[config.mk]
export PLATFORM = sky130hd
export DESIGN_NAME = sync_frame_receiver_fletcher8_core
export DESIGN_NICKNAME = d
export VERILOG_FILES = /design/src/sv/sfr_pkg.sv /design/src/sv/sfr_ram.sv /design/src/sv/sfr_parser.sv /design/src/sv/sfr_drain.sv /design/src/sv/sync_frame_receiver_fletcher8_core.sv
export SDC_FILE = /design/constraint.sdc
export NUM_CORES = 1
export LEC_CHECK = 0
export ABC_AREA = 1
export BUFFER_PORTS_ARGS = -buffer_cell sky130_fd_sc_hd__buf_2
export CORE_ASPECT_RATIO = 2
export CORE_MARGIN = 2
export CORE_UTILIZATION = 55
export CTS_CLUSTER_SIZE = 10
export DETAILED_ROUTE_END_ITERATION = 8
export PLACE_DENSITY = 0.73
export SETUP_SLACK_MARGIN = 0.02
export SLEW_MARGIN = 15
export SYNTH_ARGS = -nofsm -noshare
export SYNTH_HDL_FRONTEND = slang
export SYNTH_SLANG_ARGS = --single-unit
[constraint.sdc]
create_clock -name clk -period 3.76 [get_ports clk]
set_input_delay 0.188 -clock clk [delete_from_list [all_inputs] [get_ports clk]]
set_output_delay 0.188 -clock clk [all_outputs]
set_load 0.02 [all_outputs]
[src/sv/sfr_pkg.sv]
// shared types and constants for the sync-framed byte receiver
// no dependencies
`timescale 1ns / 1ps
`default_nettype none

package sfr_pkg;

  // holds any frame length up to the largest supported payload limit (64)
  localparam int LEN_W  = 7;
  // fill position wraps at 6 bits
  localparam int FILL_W = 6;

  // configuration register indexes
  localparam logic [0:0] REG_FIRST_SYNC  = 1'd0;
  localparam logic [0:0] REG_SECOND_SYNC = 1'd1;

  localparam logic [7:0] FIRST_SYNC_RST  = 8'd188;
  localparam logic [7:0] SECOND_SYNC_RST = 8'd207;

  // input item kinds
  localparam logic KIND_BYTE    = 1'b0;
  localparam logic KIND_TIMEOUT = 1'b1;

  typedef struct packed {
    logic       kind;
    logic [7:0] rx_byte;
  } sfr_in_t;

  typedef struct packed {
    logic [7:0] frame_type;
    logic [5:0] frame_length;
    logic [7:0] payload_byte;
    logic [4:0] payload_index;
    logic       last;
  } sfr_out_t;

  // good-frame notice from parser to drain unit
  typedef struct packed {
    logic             start;
    logic [7:0]       ftype;
    logic [LEN_W-1:0] flen;
  } sfr_frame_t;

  typedef enum logic [6:0] {
    PH_SYNC1 = 7'b0000001,
    PH_SYNC2 = 7'b0000010,
    PH_TYPE  = 7'b0000100,
    PH_LEN   = 7'b0001000,
    PH_DATA  = 7'b0010000,
    PH_CK1   = 7'b0100000,
    PH_CK2   = 7'b1000000
  } sfr_phase_t;

  typedef enum logic [2:0] {
    DR_IDLE = 3'b001,
    DR_READ = 3'b010,
    DR_LOAD = 3'b100
  } sfr_drain_t;

endpackage

`default_nettype wire

[src/sv/sfr_ram.sv]
// generic single-write, single-read ram with registered read data
// no dependencies
`timescale 1ns / 1ps
`default_nettype none

module sfr_ram #(
  parameter int WIDTH = 8,
  parameter int DEPTH = 32,
  parameter int AW    = (DEPTH > 1) ? $clog2(DEPTH) : 1
) (
  input  wire logic             clk,
  input  wire logic             we,
  input  wire logic [AW-1:0]    waddr,
  input  wire logic [WIDTH-1:0] wdata,
  input  wire logic [AW-1:0]    raddr,
  output logic      [WIDTH-1:0] rdata
);

  logic [WIDTH-1:0] mem [DEPTH];

  always_ff @(posedge clk) begin
    if (we) begin
      mem[waddr] <= wdata;
    end
    rdata <= mem[raddr];
  end

endmodule

`default_nettype wire

[src/sv/sfr_parser.sv]
// frame parser: sync hunt, header, payload store writes and checksum
// depends on sfr_pkg
`timescale 1ns / 1ps
`default_nettype none

module sfr_parser #(
  parameter int MAX_PAYLOAD = 32,
  parameter int AW          = (MAX_PAYLOAD > 1) ? $clog2(MAX_PAYLOAD) : 1
) (
  input  wire logic             clk,
  input  wire logic             rst,
  input  wire logic [7:0]       first_sync,
  input  wire logic [7:0]       second_sync,
  input  wire logic             in_fire,
  input  wire sfr_pkg::sfr_in_t in_item,
  output logic                  ram_we,
  output logic [AW-1:0]         ram_waddr,
  output logic [7:0]            ram_wdata,
  output sfr_pkg::sfr_frame_t   frame
);

  import sfr_pkg::*;

  localparam logic [7:0]        MAX_B = 8'(MAX_PAYLOAD);
  localparam logic [LEN_W-1:0]  MAX_L = LEN_W'(MAX_PAYLOAD);

  sfr_phase_t        phase, phase_next;
  logic [7:0]        sum_low, sum_high;
  logic [7:0]        held_type;
  logic [LEN_W-1:0]  held_length;
  logic [FILL_W-1:0] fill_position;

  logic [7:0]        c;
  logic [7:0]        add_low;
  logic [FILL_W-1:0] fill_inc;

  assign c        = in_item.rx_byte;
  assign add_low  = sum_low + c;
  assign fill_inc = fill_position + FILL_W'(1);

  always_comb begin
    phase_next = phase;
    if (in_item.kind == KIND_TIMEOUT) begin
      phase_next = PH_SYNC1;
    end else begin
      case (phase)
        PH_SYNC2: phase_next = (c == second_sync) ? PH_TYPE : PH_SYNC1;
        PH_TYPE:  phase_next = PH_LEN;
        PH_LEN: begin
          if (c > MAX_B)        phase_next = PH_SYNC1;
          else if (c == 8'd0)   phase_next = PH_CK1;
          else                  phase_next = PH_DATA;
        end
        PH_DATA: begin
          if (LEN_W'(fill_inc) >= held_length) phase_next = PH_CK1;
        end
        PH_CK1:   phase_next = (c == sum_low) ? PH_CK2 : PH_SYNC1;
        PH_CK2:   phase_next = PH_SYNC1;
        default:  phase_next = (c == first_sync) ? PH_SYNC2 : PH_SYNC1;
      endcase
    end
  end

  always_ff @(posedge clk) begin
    if (rst) begin
      phase         <= PH_SYNC1;
      sum_low       <= '0;
      sum_high      <= '0;
      held_type     <= '0;
      held_length   <= '0;
      fill_position <= '0;
    end else if (in_fire) begin
      phase <= phase_next;
      if (in_item.kind == KIND_BYTE) begin
        case (phase)
          PH_TYPE: begin
            held_type <= c;
            sum_low   <= c;
            sum_high  <= c;
          end
          PH_LEN: begin
            if (c <= MAX_B) begin
              held_length   <= c[LEN_W-1:0];
              sum_low       <= add_low;
              sum_high      <= sum_high + add_low;
              fill_position <= '0;
            end
          end
          PH_DATA: begin
            sum_low       <= add_low;
            sum_high      <= sum_high + add_low;
            fill_position <= fill_inc;
          end
          default: ;
        endcase
      end
    end
  end

  // payload bytes go straight into the store at the fill position
  assign ram_we    = in_fire && (in_item.kind == KIND_BYTE) && (phase == PH_DATA)
                     && (LEN_W'(fill_position) < MAX_L);
  assign ram_waddr = AW'(fill_position);
  assign ram_wdata = c;

  assign frame.start = in_fire && (in_item.kind == KIND_BYTE) && (phase == PH_CK2)
                       && (c == sum_high);
  assign frame.ftype = held_type;
  assign frame.flen  = held_length;

endmodule

`default_nettype wire

[src/sv/sfr_drain.sv]
// drain sequencer: reads the payload store and fills the output register
// depends on sfr_pkg
`timescale 1ns / 1ps
`default_nettype none

module sfr_drain #(
  parameter int MAX_PAYLOAD = 32,
  parameter int AW          = (MAX_PAYLOAD > 1) ? $clog2(MAX_PAYLOAD) : 1
) (
  input  wire logic                clk,
  input  wire logic                rst,
  input  wire sfr_pkg::sfr_frame_t frame,
  output logic                     busy,
  output logic [AW-1:0]            ram_raddr,
  input  wire logic [7:0]          ram_rdata,
  output logic                     out_valid,
  input  wire logic                out_ready,
  output sfr_pkg::sfr_out_t        out_data
);

  import sfr_pkg::*;

  sfr_drain_t        mode;
  logic [LEN_W-1:0]  k;
  logic [7:0]        ftype;
  logic [LEN_W-1:0]  flen;
  logic              is_empty, is_last, load;
  logic [LEN_W-1:0]  k_inc;

  assign k_inc     = k + LEN_W'(1);
  assign is_empty  = (flen == '0);
  assign is_last   = is_empty || (k_inc == flen);
  assign load      = (mode == DR_LOAD) && (!out_valid || out_ready);
  assign busy      = (mode != DR_IDLE);
  assign ram_raddr = AW'(k);

  always_ff @(posedge clk) begin
    if (rst) begin
      mode      <= DR_IDLE;
      k         <= '0;
      out_valid <= 1'b0;
    end else begin
      if (load) begin
        out_valid <= 1'b1;
      end else if (out_ready) begin
        out_valid <= 1'b0;
      end
      case (mode)
        DR_IDLE: begin
          if (frame.start) begin
            mode <= DR_READ;
            k    <= '0;
          end
        end
        DR_READ: mode <= DR_LOAD;
        DR_LOAD: begin
          if (load) begin
            k    <= k_inc;
            mode <= is_last ? DR_IDLE : DR_READ;
          end
        end
        default: mode <= DR_IDLE;
      endcase
    end
  end

  always_ff @(posedge clk) begin
    if (mode == DR_IDLE && frame.start) begin
      ftype <= frame.ftype;
      flen  <= frame.flen;
    end
    if (load) begin
      out_data.frame_type    <= ftype;
      out_data.frame_length  <= flen[5:0];
      out_data.payload_byte  <= is_empty ? 8'd0 : ram_rdata;
      out_data.payload_index <= k[4:0];
      out_data.last          <= is_last;
    end
  end

endmodule

`default_nettype wire

[src/sv/sync_frame_receiver_fletcher8_core.sv]
// sync-framed byte receiver with 8-bit fletcher-style check, top level
// depends on sfr_pkg, sfr_ram, sfr_parser, sfr_drain
// input: one byte or timeout transaction per cycle while not draining
// output: each result takes a store read, then an output register load; a good second check
//   byte starts the drain, the next store read waits for the previous load, and a load waits
//   while out_valid is held without out_ready; no input is taken while a frame drains
// reset: synchronous; parser hunts for the first sync byte, sync bytes return to 188/207,
//   output register empties; the payload store is not cleared
`timescale 1ns / 1ps
`default_nettype none

module sync_frame_receiver_fletcher8_core #(
  parameter int MAX_PAYLOAD = 32
) (
  input  wire logic              clk,
  input  wire logic              rst,
  // configuration write port
  input  wire logic              cfg_we,
  input  wire logic [0:0]        cfg_index,
  input  wire logic [7:0]        cfg_data,
  // byte stream in
  input  wire logic              in_valid,
  output logic                   in_ready,
  input  wire sfr_pkg::sfr_in_t  in_data,
  // payload results out
  output logic                   out_valid,
  input  wire logic              out_ready,
  output sfr_pkg::sfr_out_t      out_data
);

  import sfr_pkg::*;

  localparam int AW = (MAX_PAYLOAD > 1) ? $clog2(MAX_PAYLOAD) : 1;

  logic [7:0]  first_sync, second_sync;
  logic        in_fire;
  logic        busy;
  sfr_frame_t  frame;
  logic        ram_we;
  logic [AW-1:0] ram_waddr, ram_raddr;
  logic [7:0]  ram_wdata, ram_rdata;

  // sync byte registers
  always_ff @(posedge clk) begin
    if (rst) begin
      first_sync  <= FIRST_SYNC_RST;
      second_sync <= SECOND_SYNC_RST;
    end else if (cfg_we) begin
      case (cfg_index)
        REG_FIRST_SYNC:  first_sync  <= cfg_data;
        REG_SECOND_SYNC: second_sync <= cfg_data;
        default: ;
      endcase
    end
  end

  // the parser stalls while a good frame is being drained
  assign in_ready = !busy;
  assign in_fire  = in_valid && in_ready;

  sfr_parser #(
    .MAX_PAYLOAD(MAX_PAYLOAD),
    .AW         (AW)
  ) u_parser (
    .clk        (clk),
    .rst        (rst),
    .first_sync (first_sync),
    .second_sync(second_sync),
    .in_fire    (in_fire),
    .in_item    (in_data),
    .ram_we     (ram_we),
    .ram_waddr  (ram_waddr),
    .ram_wdata  (ram_wdata),
    .frame      (frame)
  );

  // payload store: written by the parser, read by the drain unit;
  // the two never overlap since input stalls during a drain
  sfr_ram #(
    .WIDTH(8),
    .DEPTH(MAX_PAYLOAD),
    .AW   (AW)
  ) u_store (
    .clk  (clk),
    .we   (ram_we),
    .waddr(ram_waddr),
    .wdata(ram_wdata),
    .raddr(ram_raddr),
    .rdata(ram_rdata)
  );

  sfr_drain #(
    .MAX_PAYLOAD(MAX_PAYLOAD),
    .AW         (AW)
  ) u_drain (
    .clk      (clk),
    .rst      (rst),
    .frame    (frame),
    .busy     (busy),
    .ram_raddr(ram_raddr),
    .ram_rdata(ram_rdata),
    .out_valid(out_valid),
    .out_ready(out_ready),
    .out_data (out_data)
  );

endmodule

`default_nettype wire

==> Word level (Yosys, flattened, before mapping) <==
Memory sizes are Yosys's and may differ from the RTL's. A register that Yosys moved wholly into a read port is not among the register bits.
Cells that the tools add are included.
W data, S select, Z words.
{ "op_classes": {"muxes": 25, "addsub": 4, "n_lt_le_gt_ge": 4, "n_eq_ne": 19, "reduce_logical": 27, "bitwise_logic": 2} }
{ "ops": {"columns": ["operator", "count"], "rows": [
  ["$pmux W8 S3", 2],
  ["$mux W7", 6],
  ["$pmux W7 S6", 1],
  ["$eq A8 B8 Y1", 4],
  ["$add A8 B8 Y8", 2],
  ["$mux W8", 2],
  ["$pmux W7 S2", 1],
  ["$mux W6", 2],
  ["$pmux W6 S2", 1],
  ["$reduce_and A4 Y1", 3],
  ["$mux W3", 3],
  ["$pmux W3 S3", 1],
  ["$gt A8 B6 Y1 const B", 1],
  ["$le A8 B6 Y1 const B", 1],
  ["$logic_and A1 B1 Y1", 8],
  ["$logic_not A8 Y1", 1],
  ["$reduce_and A2 Y1", 4],
  ["$add A7 B1 Y7 const B", 1],
  ["$eq A7 B2 Y1 const B", 1],
  ["$eq A7 B3 Y1 const B", 1],
  ["$eq A7 B4 Y1 const B", 1],
  ["$eq A7 B5 Y1 const B", 1],
  ["$eq A7 B6 Y1 const B", 1],
  ["$eq A7 B7 Y1", 1],
  ["19 further kinds", 31]
]} }
{ "word_totals": {"ramBits": 256, "wordCells": 100, "input_bits": 23, "out_inout_bits": 30, "register_bits": 114, "memories": 1} }
{ "memory_table": {"columns": ["name", "depth", "width", "rd", "rd_ports_with_merged_regs", "wr", "line", "source"], "rows": [
  ["u_store.mem", 32, 8, 1, 1, 1, "sfr_ram.sv:19", "logic [WIDTH-1:0] mem [DEPTH];"]
]} }

==> Logic depth before layout (Yosys ltp) <==
{ "depth": {"ltp_word": 8, "mapped_depth": 16, "depth_no_buf": 16} }

==> By module <==
Synthesis repeated with hierarchy kept, for this count alone.
{ "unflattened": {"cells_unflattened": 1645, "area_unflattened_um2": 16788.6} }
{ "by_module_without_submodules": {"columns": ["mod", "cells_per_inst", "area_each_um2", "n_inst", "seq_area_each_um2"], "rows": [
  ["sfr_ram", 922, 10786.6, 1, 7847.5],
  ["sfr_parser", 454, 3246.9, 1, 880.8],
  ["sfr_drain", 187, 2147.1, 1, 1511.4],
  ["sync_frame_receiver_fletcher8_core", 82, 608.1, 1, 320.3]
]} }

==> Least setup slack after synthesis <==
OpenSTA, ideal clock, no wires.
{ "synth_timing": {"path_type": "flip-flop to flip-flop", "start": "reg u_drain.out_valid", "end": "reg u_drain.k[0]", "required_ns": 3.704, "setup_time_ns": 0.056, "period_less_slack_ns": 2.776, "arrival_time_ns": 2.719, "stages_incl_launch_ff": 7, "slack_ns": 0.984, "n_path_buf": 0, "path_cell_list": "dfxtp_1 > inv_1 > nor2_1 > nor4_2 > o21ai_0 > o21bai_1 > inv_1"} }
{ "synth_via": {"elab_chain_cells": 5} }
{ "synth_lines": {"columns": ["element", "line", "source"], "rows": [
  ["start, declared", "sfr_drain.sv:16", "output logic out_valid,"],
  ["start signal, assigned", "sfr_drain.sv:41", "out_valid <= 1'b0;"],
  ["start signal, assigned", "sfr_drain.sv:44", "out_valid <= 1'b1;"],
  ["start signal, assigned", "sfr_drain.sv:46", "out_valid <= 1'b0;"],
  ["$logic_not A1 Y1", "sfr_drain.sv:33", "assign load = (mode == DR_LOAD) && (!out_valid || out_ready);"],
  ["$logic_or A1 B1 Y1", "sfr_drain.sv:33", null],
  ["$logic_and A1 B1 Y1", "sfr_drain.sv:33", null],
  ["net u_drain.load", "sfr_drain.sv:27", "logic is_empty, is_last, load;"],
  ["$ne A2 B1 Y1 (no source line)", null, null],
  ["$reduce_and A3 Y1 (no source line)", null, null],
  ["end signal, assigned", "sfr_drain.sv:58", "k <= k_inc;"],
  ["end, declared", "sfr_drain.sv:24", "logic [LEN_W-1:0] k;"]
]} }
The timed path passes the listed nets, and every way through them passes these cells.
A chain may end at the register's enable or synchronous reset.

==> Worst setup path after layout <==
{ "layout_timing": {"start": "reg u_drain.mode[0]", "end": "mem u_store.mem[25][5] (enable)"} }
{ "layout_via": {"elab_chain_cells": 8} }
{ "layout_lines": {"columns": ["element", "line", "source"], "rows": [
  ["start, declared", "sfr_drain.sv:23", "sfr_drain_t mode;"],
  ["start signal, assigned", "sfr_drain.sv:59", "mode <= is_last ? DR_IDLE : DR_READ;"],
  ["$ne A3 B1 Y1", "sfr_drain.sv:34", "assign busy = (mode != DR_IDLE);"],
  ["$logic_not A1 Y1", "sync_frame_receiver_fletcher8_core.sv:58", "assign in_ready = !busy;"],
  ["$logic_and A1 B1 Y1", "sync_frame_receiver_fletcher8_core.sv:59", "assign in_fire = in_valid && in_ready;"],
  ["$logic_and A1 B1 Y1 (2 in a row)", "sfr_parser.sv:101", "assign ram_we = in_fire && (in_item.kind == KIND_BYTE) && (phase == PH_DATA)"],
  ["$logic_and A1 B1 Y1", "sfr_parser.sv:102", "&& (LEN_W'(fill_position) < MAX_L);"],
  ["$mux W1", "sfr_ram.sv:22", "if (we) begin"],
  ["$mux W1 (implied by the code)", "sfr_ram.sv:23", "mem[waddr] <= wdata;"],
  ["end, declared", "sfr_ram.sv:19", null]
]} }
Every way passes these cells.

==> flow_summary.yaml <==
layout:
  syn2layout_area_growth_pct: 11.9
  final_nets: 1569
  design_area_um2: 18000
  n_antenna_cell: 0
  drive_gt1_frac: 0.102
  num-fill-cells: 2251
global_routing:
  overflow: 0
  grt_pass1_vias: 11600
  grt_pass1_wl_mm: 62.3
  antenna_found_initial: 0
  grt_max_degree: 118
  grt_usage: 0.265
setup_path:
  path_class: "reg2reg"
  ff2ff_path_depth: 8
  cp.arrival_ns: 2.84
  required_ns: 3.91
  path_max_fanout: 8
  startpoint_type: "flop"
  rrSetupSlack_ns: 1.07
  r2r-start: "u_drain.mode[0]$_SDFFE_PP1P_"
  timing.rr.end: "u_store.mem[25][5]$_DFFE_PP_"
  startpoint: "u_drain.mode[0]$_SDFFE_PP1P_"
  cp-endpoint: "u_store.mem[25][5]$_DFFE_PP_"
  crit_path_end_kind: "flop"
floorplan:
  rows: 88
  core_um2: 28800
  io_pins: 53
  dieArea_um2: 30700
  start_util: 0.557
  die_h_um: 246
  die_x_um: 125
timing:
  setup_viol: 0
  slew_headroom: 0.382
  hold_viol_final: 0
  finClkSkew_ns: 0.0197
  setup_slack_ns: 1.07
  worstMarginPinSlew_ns: 0.926
  holdWs_ns: 0.0653
  rsz0062_at_grt: "no"
  fmax_mhz: 372
  tns_ns: 0
  fin_crit_sh: 0.715
  min_period_ns: 2.69
  slew_viol_final: 0
flow_run:
  drv_cap: 0
synth:
  netlist_area_um2: 16100
  yosys_warnings: 0
  synth_flop_cell: "edfxtp_1"
  synthArstFlopShare: 0
  synth_top_family_by_area: "simple AND/OR/NAND/NOR gates"
  synthMuxAreaShare: 0
  synthAdderAreaFrac: 0.0227
  ys_seq_area_frac: 0.657
  syn_inst: 1459
  synth_seq_cells: 378
  ys_types: 47
  synth-edff-count: 299
  synth-simple-area-share: 0.138
  synth_compound_area_frac: 0.124
  postSynthAreaPerCell_um2: 11.0
  synth_nets: 1510
  synthXorXnorAreaFrac: 0.0147
pwr:
  p_per_area_nw_per_um2: 471
  cellLeakagePower_nw: 6.58
  peakVddDrop_mv: 0.368
route:
  first_pass_iters: 7
  drc: 0
  route.vias.total: 11400
  vias_per_cell: 5.98
  drt-initial-drc-count: 841
  wirelength_mm: 40.7
  postRouteAntennaNets: 0
  wire_per_inst_um: 21.4
cts:
  cts_buffer_depth: 3
  tritoncts: "done"
  htreeDepth: 2
  clk_latency_ns: 0.54
  cts.sinks: 378
  cts-root-buf: "clkbuf_16"
  ctsResizeCount: 0
  cts.clk_slew.worst_paths_ns: 0.06
  cts_buffers: 43
placed_design:
  io_buffer_count: 52
  hpwlAfterDp_mm: 26.8
  place_area_um2: 16700
  place_congestion: 0.930
  dp_slack_ns: 0.897
worst_hold_path:
  min_path_type: "in2reg"
run_status:
  status: "finished clean"
==> stage by stage <==
| stage | cells | total power, W | utilization |
|---|---|---|---|
| final | 1904 | 0.00848 | 0.624 |
| after floorplan | 1459 | 0.00475 | - |
| after global routing | 1904 | 0.00870 | 0.624 |
| after CTS | 1904 | 0.00852 | 0.624 |
| after global placement | 1823 | 0.00485 | 0.578 |
| after detailed placement | 1823 | 0.00486 | 0.578 |
==> report_power, final <==
group          switching, W  leakage [nW]  internal (W)
Clock               0.00150         0.586       0.00219
Sequential        0.0000138          3.35       0.00451
Combinational      0.000183          2.64     0.0000747
==> metal layers <==
layer | up-vias | global-route usage | part of all wire
met5 | - | 0 | 0
met4 | 0 | 0.206 | 0.084
met3 | 159 | 0.0268 | 0.046
met2 | 445 | 0.500 | 0.54
met1 | 5471 | 0.263 | 0.33
li1 | 5303 | - | -
==> Yosys cell counts, drive strengths merged, types with 9 or more instances <==
library cell    n  share of area
clkbuf         35         0.0083
ha             26          0.020
nor3           11         0.0054
nor2          200          0.049
buf            38          0.013
nand2         205          0.050
a21oi          81          0.025
o21ai         153          0.048
nand4          13         0.0051
o221ai         26          0.014
nand3          70          0.024
edfxtp        299           0.56
dfxtp          79          0.098
a31oi           9         0.0035
o22ai          57          0.022
xnor2          14         0.0076
xor2           13         0.0071
inv            93          0.022
==> logic make-up after synthesis <==
logic type,after synthesis
adders and majority gates,28
AOI/OAI and AO/OA,349
and+or+nand+nor,509
buffers and inverters,168
DFF,378
xor gates and xnor gates,27
==> repair_timing <==
item | in CTS | in global routing
setup endpoints to repair | 0 | 0
hold buffers | 10 | 0
endpoints found under the hold margin | 18 | 0
setup buffers | 0 | 0
==> critical path, cell delays in order (launching register included) <==
cell	delay (ns)
dfxtp_1	0.42
inv_2	0.06
nor2_2	0.09
nand2_2	0.07
nor2_4	0.15
nand2_4	0.09
nor3_2	0.24
nand2_1	0.39
nor2_1	0.78
==> worst min-delay path by stage <==
| stage | startpoint | end | slack (ns) | cells past startpoint |
|---|---|---|---|---|
| 2_1_floorplan | rst | u_parser.fill_position[5]$_SDFFE_PP0P_ | 0.27 | 1 |
| 4_1_cts | cfg_index | first_sync[3]$_SDFFE_PP1P_ | 0.05 | 3 |
| 3_5_place_dp | u_drain.ftype[1]$_DFFE_PP_ | u_drain.out_data[21]$_DFFE_PP_ | 0.41 | 0 |
| 5_1_grt | in_data[8] | u_parser.phase[6]$_SDFFE_PP0P_ | 0.08 | 4 |
| 3_3_place_gp | u_drain.ftype[7]$_DFFE_PP_ | u_drain.out_data[27]$_DFFE_PP_ | 0.40 | 0 |
| 6_report | in_data[8] | u_parser.phase[6]$_SDFFE_PP0P_ | 0.07 | 4 |
==> flip-flops by register name, indices dropped and copies added, names as in the netlist <==
signal and flops:
first_sync 8, second_sync 8, u_drain.flen 7, u_drain.ftype 8, u_drain.k 7, u_drain.mode 3
u_drain.out_data 28, u_drain.out_valid 1, u_parser.fill_position 6, u_parser.held_length 7, u_parser.held_type 8, u_parser.phase 7
u_parser.sum_high 8, u_parser.sum_low 8, u_store.mem 256, u_store.rdata 8
==> area by class of cell <==
type                       count  area (µm²)  share of cell area
clock inverter                 1        3.75            0.000209
multi-input combinational    913        4820               0.268
timing repair buffer          87         573              0.0319
clock buffer                  70        1220              0.0678
sequential                   378       10600               0.587
tap                          360         450              0.0250
inverter                      95         357              0.0198
==> cells in the final DEF, fill, tap and decap left out, types with 9 or more instances in the layout <==
cell	count
xor2_1	13
inv_1	87
o22ai_1	57
dlygate4sd3_1	10
ha_1	26
nand4_1	13
buf_4	23
buf_2	52
clkbuf_1	25
clkbuf_16	45
o21ai_0	138
o21ai_1	14
xnor2_1	14
edfxtp_1	299
a21oi_1	81
nand3_1	65
o221ai_1	26
a31oi_1	9
dfxtp_1	78
nor2_1	194
nand2_1	199
No activity file was read; power rests on OpenSTA's default activity.
